$ cat config.mk
export PLATFORM = sky130hd
export DESIGN_NAME = line_endpoint_clustering
export DESIGN_NICKNAME = d
export VERILOG_FILES = /design/src/hw/rtl/lec_pkg.sv /design/src/hw/rtl/lec_ram.sv /design/src/hw/rtl/lec_match.sv /design/src/hw/rtl/line_endpoint_clustering.sv
export SDC_FILE = /design/constraint.sdc
export NUM_CORES = 2
export LEC_CHECK = 0
export BUFFER_PORTS_ARGS = -buffer_cell sky130_fd_sc_hd__buf_4
export CELL_PAD_IN_SITES_DETAIL_PLACEMENT = 1
export CELL_PAD_IN_SITES_GLOBAL_PLACEMENT = 2
export CORE_MARGIN = 1
export CORE_UTILIZATION = 40
export CTS_BUF_LIST = sky130_fd_sc_hd__clkbuf_4 sky130_fd_sc_hd__clkbuf_8
export DETAILED_ROUTE_END_ITERATION = 16
export GPL_ROUTABILITY_DRIVEN = 0
export PLACE_DENSITY_LB_ADDON = 0.1
export SETUP_SLACK_MARGIN = 0.5
export SKIP_CTS_REPAIR_TIMING = 1
export SLEW_MARGIN = 15
export SYNTH_ARGS = -nofsm -noshare
export SYNTH_HDL_FRONTEND = slang
export SYNTH_HIERARCHICAL = 1
export SYNTH_SLANG_ARGS = --single-unit
$ cat constraint.sdc
create_clock -name clk_i -period 13.3 [get_ports clk_i]
set_input_delay 0 -clock clk_i [delete_from_list [all_inputs] [get_ports clk_i]]
set_output_delay 0 -clock clk_i [all_outputs]
set_load 0.02 [all_outputs]
$ cat src/hw/rtl/lec_pkg.sv
package lec_pkg;

  // Field widths fixed by the external interface
  localparam int unsigned COORD_W    = 12;
  localparam int unsigned TOL_W      = 10;
  localparam int unsigned TOL13_W    = 14;
  localparam int unsigned MEMBER_W   = 10;
  localparam int unsigned IDX_OUT_W  = 6;
  localparam int unsigned TOTAL_W    = 7;

  // Relaxed limit is 13/10 of the strict one
  localparam int unsigned RELAX_NUM  = 13;

  localparam logic [TOL_W-1:0]    TOL_RESET   = TOL_W'(40);
  localparam logic [TOL13_W-1:0]  TOL13_RESET = TOL13_W'(40 * RELAX_NUM);
  localparam logic [MEMBER_W-1:0] MEMBER_MAX  = {MEMBER_W{1'b1}};

  typedef struct packed {
    logic               start_frame;
    logic [COORD_W-1:0] ax;
    logic [COORD_W-1:0] ay;
    logic [COORD_W-1:0] bx;
    logic [COORD_W-1:0] by;
  } in_t;

  typedef struct packed {
    logic [IDX_OUT_W-1:0] cluster_index;
    logic                 opened_new;
    logic                 dropped_full;
    logic [MEMBER_W-1:0]  member_total;
    logic [TOTAL_W-1:0]   cluster_total;
  } out_t;

endpackage

$ cat src/hw/rtl/lec_ram.sv
// Single-port-write, single-port-read RAM with registered read data
module lec_ram #(
  parameter int unsigned WIDTH = 48,
  parameter int unsigned DEPTH = 64
) (
  input  logic                     clk_i,
  input  logic                     we_i,
  input  logic [$clog2(DEPTH)-1:0] waddr_i,
  input  logic [WIDTH-1:0]         wdata_i,
  input  logic                     re_i,
  input  logic [$clog2(DEPTH)-1:0] raddr_i,
  output logic [WIDTH-1:0]         rdata_o
);

  logic [WIDTH-1:0] mem_q [DEPTH];

  always_ff @(posedge clk_i) begin
    if (we_i) begin
      mem_q[waddr_i] <= wdata_i;
    end
  end

  always_ff @(posedge clk_i) begin
    if (re_i) begin
      rdata_o <= mem_q[raddr_i];
    end
  end

endmodule

$ cat src/hw/rtl/lec_match.sv
// Representative vs. segment test, forward and swapped endpoint order.
// Endpoints packed as {ax, ay, bx, by}.
module lec_match #(
  parameter int unsigned COORD_BITS = 12
) (
  input  logic [lec_pkg::TOL_W-1:0]   tol_i,
  input  logic [lec_pkg::TOL13_W-1:0] tol13_i,
  input  logic [4*COORD_BITS-1:0]     rep_i,
  input  logic [4*COORD_BITS-1:0]     seg_i,
  output logic                        match_o
);

  localparam int unsigned SW = (COORD_BITS > lec_pkg::TOL_W) ? COORD_BITS : lec_pkg::TOL_W;
  localparam int unsigned RW = (COORD_BITS + 4 > lec_pkg::TOL13_W) ?
                               COORD_BITS + 4 : lec_pkg::TOL13_W;

  logic [COORD_BITS-1:0] rax, ray, rbx, rby;
  logic [COORD_BITS-1:0] sax, say, sbx, sby;

  // Endpoint pairs: 0 repA/segA, 1 repB/segB, 2 repB/segA, 3 repA/segB
  logic [COORD_BITS-1:0] px [4];
  logic [COORD_BITS-1:0] py [4];
  logic [COORD_BITS-1:0] qx [4];
  logic [COORD_BITS-1:0] qy [4];
  logic [3:0]            strict_ok;
  logic [3:0]            relax_ok;

  assign {rax, ray, rbx, rby} = rep_i;
  assign {sax, say, sbx, sby} = seg_i;

  assign px[0] = rax;  assign py[0] = ray;  assign qx[0] = sax;  assign qy[0] = say;
  assign px[1] = rbx;  assign py[1] = rby;  assign qx[1] = sbx;  assign qy[1] = sby;
  assign px[2] = rbx;  assign py[2] = rby;  assign qx[2] = sax;  assign qy[2] = say;
  assign px[3] = rax;  assign py[3] = ray;  assign qx[3] = sbx;  assign qy[3] = sby;

  for (genvar p = 0; p < 4; p++) begin : g_pair
    logic [COORD_BITS-1:0] dx, dy;
    logic [RW-1:0]         dx_r, dy_r, dx10, dy10;

    assign dx = (px[p] > qx[p]) ? px[p] - qx[p] : qx[p] - px[p];
    assign dy = (py[p] > qy[p]) ? py[p] - qy[p] : qy[p] - py[p];

    // strict: |d| < tol
    assign strict_ok[p] = (SW'(dx) < SW'(tol_i)) && (SW'(dy) < SW'(tol_i));

    // relaxed: 10*|d| < 13*tol
    assign dx_r = RW'(dx);
    assign dy_r = RW'(dy);
    assign dx10 = (dx_r << 3) + (dx_r << 1);
    assign dy10 = (dy_r << 3) + (dy_r << 1);
    assign relax_ok[p] = (dx10 < RW'(tol13_i)) && (dy10 < RW'(tol13_i));
  end

  assign match_o = (strict_ok[0] && relax_ok[1]) || (relax_ok[0] && strict_ok[1]) ||
                   (strict_ok[2] && relax_ok[3]) || (relax_ok[2] && strict_ok[3]);

endmodule

$ cat src/hw/rtl/line_endpoint_clustering.sv
// Line endpoint clustering.
// Input channel (in_valid_i/in_ready_o/in_data_i) takes one segment per
// transfer; output channel (out_valid_o/out_ready_i/out_data_o) returns one
// result per segment, in order. The cfg channel writes the strict distance
// tolerance (reset 40) and is always ready; write it only while idle.
// Cluster representatives and member counts sit in two RAMs with registered
// read data. Each segment scans representatives in creation order, one
// RAM read per cycle, stopping at the first match.
// After the input transfer the segment is scanned; the outcome then waits in
// ST_DONE until it can be loaded into the output register. The next segment
// is accepted in the cycle after the result is loaded into the output
// register, so a new segment is never taken while one is still in progress.
// If the receiver stalls, the result waits in the output register while the
// next segment is scanned; that one then waits for the register to free up.
// Reset empties the table (cluster count to zero) and restores the tolerance;
// no RAM clearing pass is needed.
module line_endpoint_clustering #(
  parameter int unsigned MAX_CLUSTERS = 64,
  parameter int unsigned COORD_BITS   = 12
) (
  input  logic                       clk_i,
  input  logic                       rst_ni,
  input  logic                       in_valid_i,
  output logic                       in_ready_o,
  input  lec_pkg::in_t               in_data_i,
  output logic                       out_valid_o,
  input  logic                       out_ready_i,
  output lec_pkg::out_t              out_data_o,
  input  logic                       cfg_valid_i,
  output logic                       cfg_ready_o,
  input  logic [lec_pkg::TOL_W-1:0]  cfg_data_i
);

  localparam int unsigned IDX_W = $clog2(MAX_CLUSTERS);
  localparam int unsigned CNT_W = $clog2(MAX_CLUSTERS + 1);
  localparam int unsigned EP_W  = 4 * COORD_BITS;
  localparam int unsigned CW    = lec_pkg::COORD_W;

  localparam logic [1:0] ST_IDLE = 2'd0;
  localparam logic [1:0] ST_SCAN = 2'd1;
  localparam logic [1:0] ST_DONE = 2'd2;

  localparam logic [CNT_W-1:0] CNT_MAX = CNT_W'(MAX_CLUSTERS);

  logic [1:0]                    state_q, state_d;
  logic [EP_W-1:0]               seg_q;
  logic [CNT_W-1:0]              used_q, used_d;
  logic [CNT_W-1:0]              ptr_q, ptr_d;
  logic                          rd_vld_q;
  logic [IDX_W-1:0]              rd_idx_q;
  logic                          hit_q, hit_d;
  logic [IDX_W-1:0]              hit_idx_q, hit_idx_d;
  logic [lec_pkg::MEMBER_W-1:0]  hit_mem_q, hit_mem_d;
  logic [lec_pkg::TOL_W-1:0]     tol_q;
  logic [lec_pkg::TOL13_W-1:0]   tol13_q;
  logic                          out_valid_q, out_valid_d;
  lec_pkg::out_t                 out_q, out_d;

  logic                          in_xfer, cfg_xfer;
  logic                          issue, found_now, scan_end, full, load;
  logic [EP_W-1:0]               ep_rdata;
  logic [lec_pkg::MEMBER_W-1:0]  mem_rdata, mem_wdata, mem_inc;
  logic [IDX_W-1:0]              waddr, raddr;
  logic                          ep_we, mem_we, match;
  logic [lec_pkg::TOL13_W-1:0]   cfg_ext;
  logic [CW+COORD_BITS-1:0]      ax_ext, ay_ext, bx_ext, by_ext;
  logic [IDX_W+lec_pkg::IDX_OUT_W-1:0] idx_ext;
  logic [CNT_W+lec_pkg::TOTAL_W-1:0]   total_ext;

  assign in_ready_o  = (state_q == ST_IDLE);
  assign cfg_ready_o = 1'b1;
  assign in_xfer     = in_valid_i && in_ready_o;
  assign cfg_xfer    = cfg_valid_i && cfg_ready_o;

  // Coordinates taken in their low COORD_BITS bits
  assign ax_ext = {{COORD_BITS{1'b0}}, in_data_i.ax};
  assign ay_ext = {{COORD_BITS{1'b0}}, in_data_i.ay};
  assign bx_ext = {{COORD_BITS{1'b0}}, in_data_i.bx};
  assign by_ext = {{COORD_BITS{1'b0}}, in_data_i.by};

  // Tolerance register and its 13x scaled copy
  assign cfg_ext = lec_pkg::TOL13_W'(cfg_data_i);

  always_ff @(posedge clk_i or negedge rst_ni) begin
    if (!rst_ni) begin
      tol_q   <= lec_pkg::TOL_RESET;
      tol13_q <= lec_pkg::TOL13_RESET;
    end else if (cfg_xfer) begin
      tol_q   <= cfg_data_i;
      tol13_q <= (cfg_ext << 3) + (cfg_ext << 2) + cfg_ext;
    end
  end

  // Representative and member-count RAMs, read together during the scan
  assign raddr = ptr_q[IDX_W-1:0];

  lec_ram #(
    .WIDTH (EP_W),
    .DEPTH (MAX_CLUSTERS)
  ) u_ep_ram (
    .clk_i   (clk_i),
    .we_i    (ep_we),
    .waddr_i (waddr),
    .wdata_i (seg_q),
    .re_i    (issue),
    .raddr_i (raddr),
    .rdata_o (ep_rdata)
  );

  lec_ram #(
    .WIDTH (lec_pkg::MEMBER_W),
    .DEPTH (MAX_CLUSTERS)
  ) u_mem_ram (
    .clk_i   (clk_i),
    .we_i    (mem_we),
    .waddr_i (waddr),
    .wdata_i (mem_wdata),
    .re_i    (issue),
    .raddr_i (raddr),
    .rdata_o (mem_rdata)
  );

  lec_match #(
    .COORD_BITS (COORD_BITS)
  ) u_match (
    .tol_i   (tol_q),
    .tol13_i (tol13_q),
    .rep_i   (ep_rdata),
    .seg_i   (seg_q),
    .match_o (match)
  );

  // Scan control
  assign found_now = (state_q == ST_SCAN) && rd_vld_q && match;
  assign issue     = (state_q == ST_SCAN) && (ptr_q < used_q) && !found_now;
  assign scan_end  = (state_q == ST_SCAN) && !rd_vld_q && (ptr_q >= used_q);
  assign full      = (used_q == CNT_MAX);
  assign load      = (state_q == ST_DONE) && (!out_valid_q || out_ready_i);

  // Write-back: bump the hit count or open a new entry
  assign mem_inc   = (hit_mem_q == lec_pkg::MEMBER_MAX) ? hit_mem_q :
                     hit_mem_q + lec_pkg::MEMBER_W'(1);
  assign mem_wdata = hit_q ? mem_inc : lec_pkg::MEMBER_W'(1);
  assign waddr     = hit_q ? hit_idx_q : used_q[IDX_W-1:0];
  assign ep_we     = load && !hit_q && !full;
  assign mem_we    = load && (hit_q || !full);

  // Result assembly
  always_comb begin
    out_d     = out_q;
    used_d    = used_q;
    idx_ext   = '0;
    total_ext = '0;
    if (in_xfer && in_data_i.start_frame) begin
      used_d = '0;
    end
    if (load) begin
      out_d.opened_new   = 1'b0;
      out_d.dropped_full = 1'b0;
      if (hit_q) begin
        idx_ext            = {{lec_pkg::IDX_OUT_W{1'b0}}, hit_idx_q};
        out_d.member_total = mem_inc;
      end else if (!full) begin
        idx_ext            = {{lec_pkg::IDX_OUT_W{1'b0}}, used_q[IDX_W-1:0]};
        out_d.member_total = lec_pkg::MEMBER_W'(1);
        out_d.opened_new   = 1'b1;
        used_d             = used_q + CNT_W'(1);
      end else begin
        out_d.member_total = '0;
        out_d.dropped_full = 1'b1;
      end
      total_ext           = {{lec_pkg::TOTAL_W{1'b0}}, used_d};
      out_d.cluster_index = idx_ext[lec_pkg::IDX_OUT_W-1:0];
      out_d.cluster_total = total_ext[lec_pkg::TOTAL_W-1:0];
    end
  end

  // Next-state logic
  always_comb begin
    state_d     = state_q;
    ptr_d       = ptr_q;
    hit_d       = hit_q;
    hit_idx_d   = hit_idx_q;
    hit_mem_d   = hit_mem_q;
    out_valid_d = out_valid_q;
    if (out_valid_q && out_ready_i) begin
      out_valid_d = 1'b0;
    end
    case (state_q)
      ST_IDLE: begin
        if (in_xfer) begin
          state_d = ST_SCAN;
          ptr_d   = '0;
          hit_d   = 1'b0;
        end
      end
      ST_SCAN: begin
        if (issue) begin
          ptr_d = ptr_q + CNT_W'(1);
        end
        if (found_now) begin
          hit_d     = 1'b1;
          hit_idx_d = rd_idx_q;
          hit_mem_d = mem_rdata;
          state_d   = ST_DONE;
        end else if (scan_end) begin
          state_d = ST_DONE;
        end
      end
      ST_DONE: begin
        if (load) begin
          out_valid_d = 1'b1;
          state_d     = ST_IDLE;
        end
      end
      default: begin
        state_d = ST_IDLE;
      end
    endcase
  end

  // Control registers
  always_ff @(posedge clk_i or negedge rst_ni) begin
    if (!rst_ni) begin
      state_q     <= ST_IDLE;
      used_q      <= '0;
      ptr_q       <= '0;
      rd_vld_q    <= 1'b0;
      hit_q       <= 1'b0;
      out_valid_q <= 1'b0;
    end else begin
      state_q     <= state_d;
      used_q      <= used_d;
      ptr_q       <= ptr_d;
      rd_vld_q    <= issue;
      hit_q       <= hit_d;
      out_valid_q <= out_valid_d;
    end
  end

  // Payload registers
  always_ff @(posedge clk_i) begin
    if (in_xfer) begin
      seg_q <= {ax_ext[COORD_BITS-1:0], ay_ext[COORD_BITS-1:0],
                bx_ext[COORD_BITS-1:0], by_ext[COORD_BITS-1:0]};
    end
    rd_idx_q  <= raddr;
    hit_idx_q <= hit_idx_d;
    hit_mem_q <= hit_mem_d;
    out_q     <= out_d;
  end

  assign out_valid_o = out_valid_q;
  assign out_data_o  = out_q;

endmodule
**Word-level counts from Yosys, hierarchy flattened**

Memories as Yosys holds them, arrays and structs flattened. A register that Yosys moved wholly into a read port is not among the register bits.
Index checks and enable logic that the tools add are counted.

- Memories kept: 2
- Bits of input ports: 64
- Word-level logic and storage cells: 163
- Register bits after elaboration: 138
- Bits in writable memories: 3712

Memory list:

| memory | words | bits a word | rd ports | clocked after Yosys merged registers in | write ports | line | source |
|---|---|---|---|---|---|---|---|
| u_ep_ram.mem_q | 64 | 48 | 1 | 1 | 1 | lec_ram.sv:15 | `logic [WIDTH-1:0] mem_q [DEPTH];` |
| u_mem_ram.mem_q | 64 | 10 | 1 | 1 | 1 | lec_ram.sv:15 |  |

- Order comparisons: 26
- Muxes and demuxes: 39
- Equal/unequal tests: 9
- Add/subtract/negate cells: 29
- Reductions and logical operators: 41

Operators by type and width:

| kind | count |
|---|---|
| 12-bit subtractor | 16 |
| 15-bit by 13-bit adder with 16-bit output | 8 |
| 16-bit by 14-bit less-than comparator with 1-bit output | 8 |
| 12-bit greater-than comparator | 8 |
| 12-bit by 10-bit less-than comparator with 1-bit output | 8 |
| 12-bit two-way mux | 8 |
| 7-bit two-way mux | 6 |
| 10-bit two-way mux | 3 |
| 1-bit logical AND | 25 |
| 6-bit two-way mux | 3 |
| 13-bit by 12-bit adder with 14-bit output | 1 |
| 14-bit by 10-bit adder with 14-bit output | 1 |
| 7-bit by 1-bit adder with 7-bit output, second input constant | 2 |
| 7-bit one-hot mux with 2 select lines | 1 |
| 1-bit two-way mux | 12 |
| 10-bit by 1-bit adder with 10-bit output, second input constant | 1 |
| 10-bit == test, second input constant | 1 |
| 3-bit AND reduction | 3 |
| 2-bit two-way mux | 4 |
| 7-bit == test, second input constant | 1 |
| 7-bit greater-or-equal comparator | 1 |
| 7-bit less-than comparator | 1 |
| 2-bit inequality test, second input constant | 3 |
| 2-bit one-hot mux with 3 select lines | 1 |
| other kinds (10) | 18 |

**Longest topological paths before layout**

- Depth after elaboration: 14
- Mapped depth: 42

**Hierarchy**

Netlist, hierarchy kept.

By module, submodules not included:

| module | seq. area each (µm²) | instances | cells an instance | area each (µm²) |
|---|---|---|---|---|
| lec_ram at u_ep_ram | 93689.9 | 1 | 4970 | 117597.8 |
| lec_ram at u_mem_ram | 19518.7 | 1 | 1118 | 25201.7 |
| lec_match | 0.0 | 1 | 2094 | 15861.5 |
| line_endpoint_clustering | 3823.7 | 1 | 440 | 5972.0 |

**Worst setup path before layout**

OpenSTA, ideal clock, no wires.

- Kind: register to register
- From: reg seg_q[1]
- To: reg ptr_q[3]
- Period minus slack after synthesis: 9.301 ns
- Slack: 3.999 ns
- Data required time: 13.165 ns
- Cell stages (with the launch flop): 40
- Arrival: 9.165 ns
- Path through: edfxtp_1 -> inv_1 -> fa_1 -> a211oi_1 -> o21ai_0 -> a31oi_1 -> a211oi_1 -> buf_2 -> buf_1 -> mux2i_1 -> xnor2_1 -> ha_1 -> inv_1 -> fa_1 -> inv_1 -> a21oi_1 -> o21ai_0 -> a21oi_1 -> [4 not listed] -> a21oi_1 -> xnor2_1 -> ha_1 -> nand3_1 -> nor2_1 -> o211ai_1 -> a21oi_1 -> a2111oi_0 -> nand4_1 -> nor4_1 -> a32oi_1 -> mux2i_1 -> or3_1 -> nand2_1 -> nand2_1 -> nor3_4 -> nand4_1 -> mux2i_1

- Cells in the longest elaborated chain, start to end: 14
- Elaborated cells on any way between the ends: 30
- Classes of those cells: 6 x add/sub; 6 x order compare; 1 x eq/ne; 2 x mux; 15 x reduce/logical

Ends and longest elaborated chain:

| item | line | source |
|---|---|---|
| start, declared | line_endpoint_clustering.sv:46 | `logic [EP_W-1:0] seg_q;` |
| start signal, assigned | line_endpoint_clustering.sv:244 | `seg_q <= {ax_ext[COORD_BITS-1:0], ay_ext[COORD_BITS-1:0],` |
| 12-bit subtractor / 12-bit greater-than comparator (equally long branches) | lec_match.sv:41 | `assign dy = (py[p] > qy[p]) ? py[p] - qy[p] : qy[p] - py[p];` |
| 12-bit two-way mux | lec_match.sv:41 |  |
| 15-bit by 13-bit adder with 16-bit output | lec_match.sv:50 | `assign dy10 = (dy_r << 3) + (dy_r << 1);` |
| 16-bit by 14-bit less-than comparator with 1-bit output | lec_match.sv:51 | `assign relax_ok[p] = (dx10 < RW'(tol13_i)) && (dy10 < RW'(tol13_i));` |
| 1-bit logical AND | lec_match.sv:51 |  |
| 1-bit logical AND | lec_match.sv:54 | `assign match_o = (strict_ok[0] && relax_ok[1]) \|\| (relax_ok[0] && strict_ok[1]) \|\|` |
| 1-bit logical OR (2 in series) | lec_match.sv:54 |  |
| 1-bit logical OR (*) | lec_match.sv:55 | `(strict_ok[2] && relax_ok[3]) \|\| (relax_ok[2] && strict_ok[3]);` |
| net match | line_endpoint_clustering.sv:64 | `logic ep_we, mem_we, match;` |
| 1-bit logical AND (*) | line_endpoint_clustering.sv:134 | `assign found_now = (state_q == ST_SCAN) && rd_vld_q && match;` |
| 1-bit zero test (*) | line_endpoint_clustering.sv:135 | `assign issue = (state_q == ST_SCAN) && (ptr_q < used_q) && !found_now;` |
| 1-bit logical AND (*) | line_endpoint_clustering.sv:135 |  |
| net issue | line_endpoint_clustering.sv:60 | `logic issue, found_now, scan_end, full, load;` |
| 2-bit inequality test (no source line) (*) | - |  |
| 3-bit AND reduction (no source line) (*) | - |  |
| end signal, assigned | line_endpoint_clustering.sv:234 | `ptr_q <= ptr_d;` |
| end, declared | line_endpoint_clustering.sv:48 | `logic [CNT_W-1:0] ptr_q, ptr_d;` |

Mark *: on every way through the listed nets, which the timed path passes. The rest lies on a longest branch.
A chain may end at the register's enable or synchronous reset.

**Worst setup path in the final report**

- From: reg seg_q[19]
- To: reg u_ep_ram.rdata_o[2] (read register of u_ep_ram.mem_q) (enable)

- Cells in the longest elaborated chain, start to end: 12
- Elaborated cells on any way between the ends: 28
- Classes of those cells: 6 x add/sub; 6 x order compare; 2 x mux; 14 x reduce/logical

Ends and longest elaborated chain:

| item | line | source |
|---|---|---|
| 12-bit subtractor / 12-bit greater-than comparator (equally long branches) | lec_match.sv:40 | `assign dx = (px[p] > qx[p]) ? px[p] - qx[p] : qx[p] - px[p];` |
| 12-bit two-way mux | lec_match.sv:40 |  |
| 15-bit by 13-bit adder with 16-bit output | lec_match.sv:49 | `assign dx10 = (dx_r << 3) + (dx_r << 1);` |
| 16-bit by 14-bit less-than comparator with 1-bit output | lec_match.sv:51 |  |
| 1-bit logical AND | lec_match.sv:51 |  |
| 1-bit logical AND | lec_match.sv:54 |  |
| 1-bit logical OR (2 in series) | lec_match.sv:54 |  |
| 1-bit logical OR (*) | lec_match.sv:55 |  |
| net match | line_endpoint_clustering.sv:64 |  |
| 1-bit logical AND (*) | line_endpoint_clustering.sv:134 |  |
| 1-bit zero test (*) | line_endpoint_clustering.sv:135 |  |
| 1-bit logical AND (*) | line_endpoint_clustering.sv:135 |  |
| net issue | line_endpoint_clustering.sv:60 |  |
| end, declared | lec_ram.sv:12 | `output logic [WIDTH-1:0] rdata_o` |

Marked as above.

==> reports/qor.csv <==
metric;value;unit
cp_data_arrival_time;11.21;ns
irDropWorstVdd;0.2020;mV
fin_tns_setup;0;ns
initial_core_util;40.19;%
hp-class;primary input to flip-flop;
numCtsBuffers;661;
seq_area;117100;um^2
skew;0.08508;ns
critPathLaunchType;flip-flop;
synth_cell_type_count;113;
pin_count;92;
core;409600;um^2
max_cap_viol_count;0;
cts_buffer_depth;4;
timing.critical_path.to_type;flip-flop;
avgSynthCellArea;19.09;um^2
grt_max_degree;108;
drive_above_1_share;25.87;%
io_buffers;90;
cp_max_fo;68;
utilization;45.70;%
min_period_over_period;78.28;%
ant_nets;0;
switchingPower;14.97;mW
dp_worst_setup_slack;2.969;ns
dieArea;414200;um^2
grt_pass1_wl;748200;um
vias;91250;
clock_sink_count;3906;
ys_seq_elements;3906;
cp-startpoint;seg_q[19]$_DFFE_PP_;
finalWirelength;543600;um
postLayoutCellArea;187200;um^2
p_int;26.34;mW
cts_root_buf;clkbuf_8;
combPwrFrac;40.0;%
critPathKind;flip-flop to flip-flop;
drtIter0Drc;8430;
final_common_cell;edfxtp_1;
clock_latency;1.23;ns
ys_warn_count;6;
worst_pin_slew;1.267;ns
netlist_area;164600;um^2
setup_viol;0;
syn_inst;8622;
grt_use_total;25.80;%
powerDensity;220.7;nW/um^2
synth_nets;9178;
rsz0062_at_grt;false;
grt.overflow.total;0;
area_delta_synth_final;13.69;%
p_leak;60.58;nW
cp_slowest_stage_delay;0.81;ns
dpl-instance-area;173100;um^2
drv_slew;0;
die_h;643.5;um
nFillCells;38050;
cp_data_required_time;14.10;ns
run_status;finished, final reports clean;
cp_slowest_cell;nor3_4;
die_x;643.5;um
wl_per_cell;35.36;um
switching_share;36.24;%
relSlewSlack;15.51;%
synth_edf_count;3859;
min_from;cfg_data_i[8];
r2r-start;seg_q[19]$_DFFE_PP_;
synth-async-reset-ratio;1.050;%
min_period;10.41;ns
hold_violations;0;
antenna_found_initial;39;
viasPerCell;5.936;
setup_ws;2.889;ns
dr.pass1.iters;5;
synth_ff_type;edfxtp_1;
fmax;96.05;MHz
final_cell_mix;edfxtp_1 (3859), mux4_2 (914), clkbuf_8 (677);
cpMostUsedCell;nand2_1;
pwr-share-seq;34.8;%
grt_pass1_vias;94800;
drc;0;
clk_pin_slew;0.06;ns
cts_tree;built;
rows;235;
multiInputGateArea;45360;um^2
ys_seq_area_share;71.09;%
nets;9951;
place_hpwl;322900;um
cts_max_level;6;
p_clk_share;25.2;%
[cells in the mapped netlist, types with 28 or more instances]
| cell | n | share of area (%) |
|---|---|---|
| ha_1 | 464 | 3.5 |
| o221ai_1 | 32 | 0.17 |
| dfrtp_1 | 37 | 0.56 |
| mux2_2 | 54 | 0.37 |
| nand2b_1 | 39 | 0.15 |
| a21oi_1 | 282 | 0.86 |
| nor2_1 | 342 | 0.78 |
| o21a_1 | 35 | 0.16 |
| buf_2 | 139 | 0.42 |
| buf_4 | 80 | 0.36 |
| nand2_1 | 197 | 0.45 |
| edfxtp_1 | 3859 | 70 |
| a22o_1 | 64 | 0.34 |
| mux2i_1 | 174 | 1.1 |
| o211ai_1 | 31 | 0.14 |
| clkbuf_1 | 154 | 0.35 |
| mux4_2 | 914 | 13 |
| nor3_1 | 40 | 0.12 |
| nor2b_1 | 73 | 0.28 |
| nand3_1 | 80 | 0.24 |
| xnor2_1 | 97 | 0.52 |
| o22ai_1 | 144 | 0.55 |
| nand4_1 | 41 | 0.16 |
| o21ai_0 | 147 | 0.45 |
| a22oi_1 | 90 | 0.41 |
| a221oi_1 | 109 | 0.58 |
| a21o_1 | 86 | 0.39 |
| fa_1 | 28 | 0.34 |
| a211oi_1 | 76 | 0.35 |
| xor2_1 | 54 | 0.29 |
| inv_1 | 229 | 0.52 |
[per-stage QoR]
stage	instances	hold slack [ns]	power, mW
floorplan	8622	-0.2956	25.97
global placement	14040	0.07465	30.95
detailed placement	14040	0.08481	31.10
CTS	15200	-1.256	41.61
global route	15350	-0.003640	43.56
finish	15370	0.004349	41.31
[cell families (layout without fill, tap and decap cells)]
kind of cell | Yosys count | in the layout | share of synthesized area (%)
and+or+nand+nor | 974 | 974 | 2.893
muxes | 1147 | 1147 | 13.98
AOI/OAI and AO/OA | 1307 | 1307 | 5.521
other | 1 | 34 | 0.002278
adders and majority gates | 495 | 495 | 3.885
DFF | 3906 | 3906 | 71.09
xor gates and xnor gates | 151 | 151 | 0.8033
buffers and inverters | 641 | 1906 | 1.832
[flip-flops by register name, indices dropped and copies added, names as in the netlist]
| register | cells |
|---|---|
| ptr_q | 7 |
| out_valid_o | 1 |
| out_data_o | 25 |
| state_q | 2 |
| rd_vld_q | 1 |
| hit_mem_q | 10 |
| u_ep_ram/mem_q | 3072 |
| u_ep_ram/rdata_o | 48 |
| seg_q | 48 |
| tol_q | 10 |
| hit_idx_q | 6 |
| hit_q | 1 |
| rd_idx_q | 6 |
| used_q | 7 |
| tol13_q | 12 |
| u_mem_ram/rdata_o | 10 |
| u_mem_ram/mem_q | 640 |
[worst max-delay path: cells and delay by family, from the launching register on]
| family | cells | cell delay (ns) |
|---|---|---|
| simple gates | 16 | 4.46 |
| compound gates | 11 | 2.00 |
| buf+inv | 2 | 1.28 |
| fa+ha+maj | 3 | 1.07 |
| xor+xnor | 1 | 0.42 |
| mux | 2 | 0.37 |
| flops | 1 | 0.32 |
[path summary, 6_finish.rpt]
kind,cells after the start,slack (ns),endpoint
setup / recovery,35,2.89,u_ep_ram/rdata_o[2]$_DFFE_PP_
hold / removal,5,0.004,tol13_q[13]$_DFFE_PN0P_
setup reg to reg,35,2.89,u_ep_ram/rdata_o[2]$_DFFE_PP_
hold reg to reg,0,0.39,hit_idx_q[2]$_DFFE_PP_
max in group asynchronous,5,12.50,ptr_q[1]$_DFFE_PN0P_
min in group asynchronous,5,0.41,tol13_q[5]$_DFFE_PN0P_
[layout make-up]
class	count	share of cell area, %
clock inverter	247	0.7795
clock buffer	908	5.905
antenna	33	0.04412
tap	5451	3.644
multi-input combinational	4075	24.24
inverter	233	0.4693
sequential	3906	62.54
timing repair buffer	518	2.383
[routing by layer]
layer / routed length [um] / vias to the layer above / GRT usage, %
met5: 80 / - / 0
met4: 15550 / 12 / 7.367
met3: 32850 / 739 / 3.753
met1: 231700 / 49940 / 35.68
li1: - / 37360 / -
met2: 263400 / 3187 / 42.61
[power groups by stage]
stage,combinational [mW],clock [mW],sequential [mW]
finish,16.5,10.4,14.4
global route,18.1,11.1,14.4
CTS,16.6,10.7,14.4
detailed placement,16.5,0,14.6
global placement,16.3,0,14.6
floorplan,11.2,0,14.8
Note: power is estimated with default switching activity, not from simulation.
